### config.mk
export PLATFORM = sky130hd
export DESIGN_NAME = rlstk_ctrl
export DESIGN_NICKNAME = d
export VERILOG_FILES = /design/src/hdl/rlstk_pkg.sv /design/src/hdl/rlstk_ctrl.sv
export SDC_FILE = /design/constraint.sdc
export NUM_CORES = 1
export LEC_CHECK = 0
export BUFFER_PORTS_ARGS = -buffer_cell sky130_fd_sc_hd__buf_2
export CAP_MARGIN = 20
export CORE_AREA = 2 2 39 41
export DETAILED_ROUTE_END_ITERATION = 10
export DIE_AREA = 0 0 41 43
export SYNTH_ARGS = -nofsm -noshare
export SYNTH_HDL_FRONTEND = slang
export SYNTH_SLANG_ARGS = --single-unit
export TNS_END_PERCENT = 20
### constraint.sdc
create_clock -name clk -period 1.6 [get_ports clk]
set_input_delay 0 -clock clk [delete_from_list [all_inputs] [get_ports clk]]
set_output_delay 0 -clock clk [all_outputs]
set_load 0.03 [all_outputs]
### src/hdl/rlstk_pkg.sv
// ============================================================================
// rlstk_pkg: shared types and constants of the run-length stack
// Field widths, operation and status codes, and the command and status
// structs that join the controller and the datapath.
// ============================================================================
package rlstk_pkg;

    // field widths
    localparam int MODE_W   = 2;
    localparam int COUNT_W  = 20;
    localparam int VALUE_W  = 32;
    localparam int STATUS_W = 2;
    localparam int DATA_W   = 32;

    // default run store depth
    localparam int MAX_RUNS_DEF = 1024;

    // capacity after reset
    localparam logic [COUNT_W-1:0] CAPACITY_RST = '1;

    // operation codes
    localparam logic [MODE_W-1:0] MODE_PUSH = 2'd0;
    localparam logic [MODE_W-1:0] MODE_POP  = 2'd1;
    localparam logic [MODE_W-1:0] MODE_TOP  = 2'd2;
    localparam logic [MODE_W-1:0] MODE_SIZE = 2'd3;

    // result status codes
    localparam logic [STATUS_W-1:0] ST_OK     = 2'd0;
    localparam logic [STATUS_W-1:0] ST_FULL   = 2'd1;
    localparam logic [STATUS_W-1:0] ST_EMPTY  = 2'd2;
    localparam logic [STATUS_W-1:0] ST_HALTED = 2'd3;

    // what the data field of a result carries
    typedef enum logic [1:0] {
        DSEL_NONE = 2'd0,
        DSEL_TOP  = 2'd1,
        DSEL_SIZE = 2'd2
    } data_sel_t;

    // controller to datapath
    typedef struct packed {
        logic                latch;
        logic                push;
        logic                pop_step;
        logic                halt;
        logic                emit;
        logic [STATUS_W-1:0] emit_status;
        data_sel_t           emit_sel;
    } dp_cmd_t;

    // datapath to controller
    typedef struct packed {
        logic              halted;
        logic [MODE_W-1:0] mode;
        logic              push_fail;
        logic              pop_fail;
        logic              top_empty;
        logic              pop_done;
        logic              out_free;
    } dp_sts_t;

endpackage

### src/hdl/rlstk_ctrl.sv
// ============================================================================
// rlstk_ctrl: operation sequencer
// Accepts one operation, checks it against the datapath status, and steps
// pops through the run store one run at a time.
// ============================================================================
module rlstk_ctrl (
    input  logic                 clk,
    input  logic                 rst_n,
    input  logic                 item_valid,
    output logic                 item_ready,
    input  rlstk_pkg::dp_sts_t   sts,
    output rlstk_pkg::dp_cmd_t   cmd
);

    typedef enum logic [3:0] {
        S_IDLE     = 4'b0001,
        S_EXEC     = 4'b0010,
        S_POP      = 4'b0100,
        S_POP_WAIT = 4'b1000
    } state_t;

    state_t state_reg;
    state_t state_next;

    // accept whenever idle, a waiting result holds the next one in execute
    assign item_ready = (state_reg == S_IDLE);

    // next state and datapath commands
    always_comb
    begin
        state_next      = state_reg;
        cmd             = '0;
        cmd.emit_sel    = rlstk_pkg::DSEL_NONE;
        cmd.emit_status = rlstk_pkg::ST_OK;
        case (state_reg)
            S_IDLE:
            begin
                if (item_valid)
                begin
                    cmd.latch  = 1'b1;
                    state_next = S_EXEC;
                end
            end
            S_EXEC:
            begin
                state_next = S_IDLE;
                if (!sts.out_free)
                begin
                    // result register still occupied
                    state_next = S_EXEC;
                end
                else if (sts.halted)
                begin
                    cmd.emit        = 1'b1;
                    cmd.emit_status = rlstk_pkg::ST_HALTED;
                end
                else
                begin
                    case (sts.mode)
                        rlstk_pkg::MODE_PUSH:
                        begin
                            cmd.emit = 1'b1;
                            if (sts.push_fail)
                            begin
                                cmd.halt        = 1'b1;
                                cmd.emit_status = rlstk_pkg::ST_FULL;
                            end
                            else
                            begin
                                cmd.push = 1'b1;
                            end
                        end
                        rlstk_pkg::MODE_POP:
                        begin
                            if (sts.pop_fail)
                            begin
                                cmd.emit        = 1'b1;
                                cmd.halt        = 1'b1;
                                cmd.emit_status = rlstk_pkg::ST_EMPTY;
                            end
                            else
                            begin
                                state_next = S_POP;
                            end
                        end
                        rlstk_pkg::MODE_TOP:
                        begin
                            cmd.emit = 1'b1;
                            if (sts.top_empty)
                            begin
                                cmd.halt        = 1'b1;
                                cmd.emit_status = rlstk_pkg::ST_EMPTY;
                            end
                            else
                            begin
                                cmd.emit_sel = rlstk_pkg::DSEL_TOP;
                            end
                        end
                        default:
                        begin
                            cmd.emit     = 1'b1;
                            cmd.emit_sel = rlstk_pkg::DSEL_SIZE;
                        end
                    endcase
                end
            end
            S_POP:
            begin
                if (sts.pop_done)
                begin
                    if (sts.out_free)
                    begin
                        cmd.emit   = 1'b1;
                        state_next = S_IDLE;
                    end
                end
                else
                begin
                    cmd.pop_step = 1'b1;
                    state_next   = S_POP_WAIT;
                end
            end
            S_POP_WAIT:
            begin
                // new top run count is being read
                state_next = S_POP;
            end
            default:
            begin
                state_next = S_IDLE;
            end
        endcase
    end

    // state register
    always_ff @(posedge clk or negedge rst_n)
    begin
        if (!rst_n)
        begin
            state_reg <= S_IDLE;
        end
        else
        begin
            state_reg <= state_next;
        end
    end

`ifndef SYNTHESIS
    // an accepted operation is always executed next
    a_latch_exec: assert property (@(posedge clk) disable iff (!rst_n)
        cmd.latch |=> (state_reg == S_EXEC))
        else $error("accepted beat not executed");

    // a pop step is always followed by the refetch cycle
    a_step_wait: assert property (@(posedge clk) disable iff (!rst_n)
        cmd.pop_step |=> (state_reg == S_POP_WAIT))
        else $error("pop step without refetch");

    // nothing is accepted while an operation is in flight
    a_no_accept_busy: assert property (@(posedge clk) disable iff (!rst_n)
        (state_reg != S_IDLE) |-> !item_ready)
        else $error("ready while busy");
`endif

endmodule

==> results.sh <==
export IMPL_max_stage_delay_ns=0.42
export IMPL_violations="setup timing"
export IMPL_clk_pin_slew_ns=0.05
export IMPL_die_w_um=41
export IMPL_diodes=0
export IMPL_clockRootBuffer="clkbuf_4"
export IMPL_fin_crit_sh=1.02
export IMPL_die_area_um2=1760
export IMPL_setup_worst_path_end="cmd[4]"
export IMPL_synth_edf_count=0
export IMPL_worstRegToRegCells=5
export IMPL_timing_final_crit_period_ns=1.63
export IMPL_endpoint_kind="primary output"
export IMPL_grt_start_max_net_pins=9
export IMPL_cp_cell_sequence="or3b_4 > a2111oi_4 > buf_4"
export IMPL_post_place_ws_ns=0.177
export IMPL_fin_area_um2=676
export IMPL_startpoint="state_reg[1]"
export IMPL_synthCells=48
export IMPL_p_leak_nw=0.306
export IMPL_fin_hold_ws_ns=0.0576
export IMPL_clkLatencyLatePin_ns=0.25
export IMPL_grt_setup_unrepaired="yes"
export IMPL_power_frac_clock=0.197
export IMPL_initial_utilization=0.294
export IMPL_cts_buffer_depth=2
export IMPL_drc=0
export IMPL_slew_headroom=0.804
export IMPL_cts_num_sinks=4
export IMPL_max_freq_mhz=614
export IMPL_post_dp_cell_area_um2=543
export IMPL_routed_via_density=5.26
export IMPL_core_um2=1380
export IMPL_netlist_area_um2=407
export IMPL_switching_power_mw=0.315
export IMPL_port_buffers=20
export IMPL_hold_viol=0
export IMPL_drt_pass1_iter_count=4
export IMPL_wire_per_inst_um=12.1
export IMPL_required_ns=1.60
export IMPL_maxSlewViolCount=0
export IMPL_die_h_um=43
export IMPL_antenna_found_initial=0
export IMPL_cap_violations=0
export IMPL_grt_overflow=0
export IMPL_synth_top_area_cell="dfrtp_1"
export IMPL_async_flop_share=1.00
export IMPL_grt_usage=0.148
export IMPL_ff2ff_setup_slack_ns=0.07
export IMPL_critPathLaunchType="flop"
export IMPL_tightest_slew_ns=0.290
export IMPL_synth_seq_cells=4
export IMPL_io_pins=21
export IMPL_synth_nets=59
export IMPL_fin_skew_ns=0.0140
export IMPL_htree_num_levels=1
export IMPL_p_sw_frac=0.420
export IMPL_ys_top_cells_by_area="dfrtp_1 18%, dfstp_2 6.5%, nor4b_4 5.8%, nor2_1 5.5%, nor4bb_1 4.9%"
export IMPL_drive_gt1_frac=0.544
export IMPL_grt_pass1_vias=467
export IMPL_rows=14
export IMPL_finalPower_mw=0.751
export IMPL_peakVddDrop_v=0.000565
export IMPL_power_internal_mw=0.436
export IMPL_area_delta_synth_final_pct=66.2
export IMPL_grt_pass1_wl_um=1740
export IMPL_combPwrFrac=0.571
export IMPL_layout_commonest_cell="buf_2"
export IMPL_dpl_hpwl_um=840
export IMPL_ys_flop_type="dfrtp_1"
export IMPL_setup_ws_ns=-0.0298
export IMPL_seq_area_frac_synth=0.249
export IMPL_min_path_type="input port to flop"
export IMPL_first_iter_violations=6
export IMPL_antenna_left=0
export IMPL_layout_common_cells="16 x buf_2, 10 x buf_4"
export IMPL_largest_reg_flops=4
export IMPL_worstSetupPathType="flop to primary output"
export IMPL_cp_max_fo=5
export IMPL_vias=500
export IMPL_routabilityCongestion=0.871
export IMPL_cts_buffers=3
export IMPL_drt_wl_total_um=1150
export IMPL_outcome="finished, violations left"
export IMPL_tns_ns=-0.0298
export IMPL_seqPwrFrac=0.232
export IMPL_cts_tree="done"
export IMPL_cp_arrival_ns=1.63
export IMPL_p_per_area_nw_per_um2=1110
export IMPL_synth_top_area_frac=0.185
export IMPL_setup_viol=1
export IMPL_r2r_end="state_reg[0]"
export IMPL_reg2reg_from="state_reg[0]"
export IMPL_synth_cell_types=30
export IMPL_synth_warnings=0
export IMPL_avgSynthCellArea_um2=8.47
export IMPL_slowest_stage="dfrtp_1"
export IMPL_num_fill_cells=128
export IMPL_nets=91
stage by stage:
stage,util,cells
final,0.488,95
after floorplan,-,48
after detailed placement,0.392,85
after global routing,0.488,95
after CTS,0.465,95
after global placement,0.392,85
worst min-delay path by stage:
stage | end | cells after the start | start
6_report | state_reg[2] | 2 | sts[0]
5_1_grt | state_reg[0] | 3 | sts[0]
4_1_cts | state_reg[2] | 2 | sts[0]
3_5_place_dp | state_reg[3] | 1 | rst_n
3_3_place_gp | state_reg[3] | 1 | rst_n
2_1_floorplan | state_reg[1] | 0 | rst_n
layer usage:
layer	up-vias	global-route usage	routed length, um
met2	27	0.247	558
li1	248	-	-
met3	5	0.0419	90
met1	220	0.141	457
met5	-	0	0
met4	0	0.113	40
power by group through the flow:
stage / Sequential (mW) / Clock (mW) / Combinational (mW)
floorplan: 0.164 / 0 / 0.241
global placement: 0.169 / 0 / 0.325
detailed placement: 0.171 / 0 / 0.325
CTS: 0.165 / 0.152 / 0.405
global route: 0.177 / 0.161 / 0.467
finish: 0.174 / 0.148 / 0.429
layout make-up:
type	instances	area, um^2	share of cell area
Sequential cell	4	101	0.150
Inverter	3	11.3	0.0167
Tap cell	16	20.0	0.0296
Clock buffer	4	26.3	0.0389
Multi-Input combinational cell	39	330	0.489
Timing Repair Buffer	29	186	0.276
critical path, delay by kind of cell, from the launching register on:
family	cells	cell delay (ns)
DFF	1	0.42
and+or+nand+nor	1	0.42
AOI/OAI and AO/OA	1	0.34
buffers and inverters	1	0.21
timing repair:
item / CTS / global route
gates cloned: 0 / 0
pin swaps: 3 / 3
setup buffers: 4 / 0
hold buffers: 2 / 0
endpoints found under the hold margin: 5 / 0
setup endpoints to repair: 5 / 7
gates resized for setup: 7 / 8
synth_stat cells (2+ instances only):
cell      number
nor2_1         6
a21oi_1        3
inv_1          3
o21ai_0        3
dfrtp_1        3
nand3b_1       2
nor4bb_1       2
a31oi_1        2
and2_1         2
nor4b_1        2
kinds of logic (layout without fill, tap and decap cells):
| family | after synthesis | after routing | synth area share |
|---|---|---|---|
| flip-flops | 4 | 4 | 0.249 |
| multiplexers | 1 | 1 | 0.0246 |
| AND/OR/NAND/NOR | 25 | 25 | 0.443 |
| buffers and inverters | 5 | 36 | 0.0585 |
| AO/OA/AOI/OAI | 13 | 13 | 0.225 |
(Power assumes the default switching activity.)
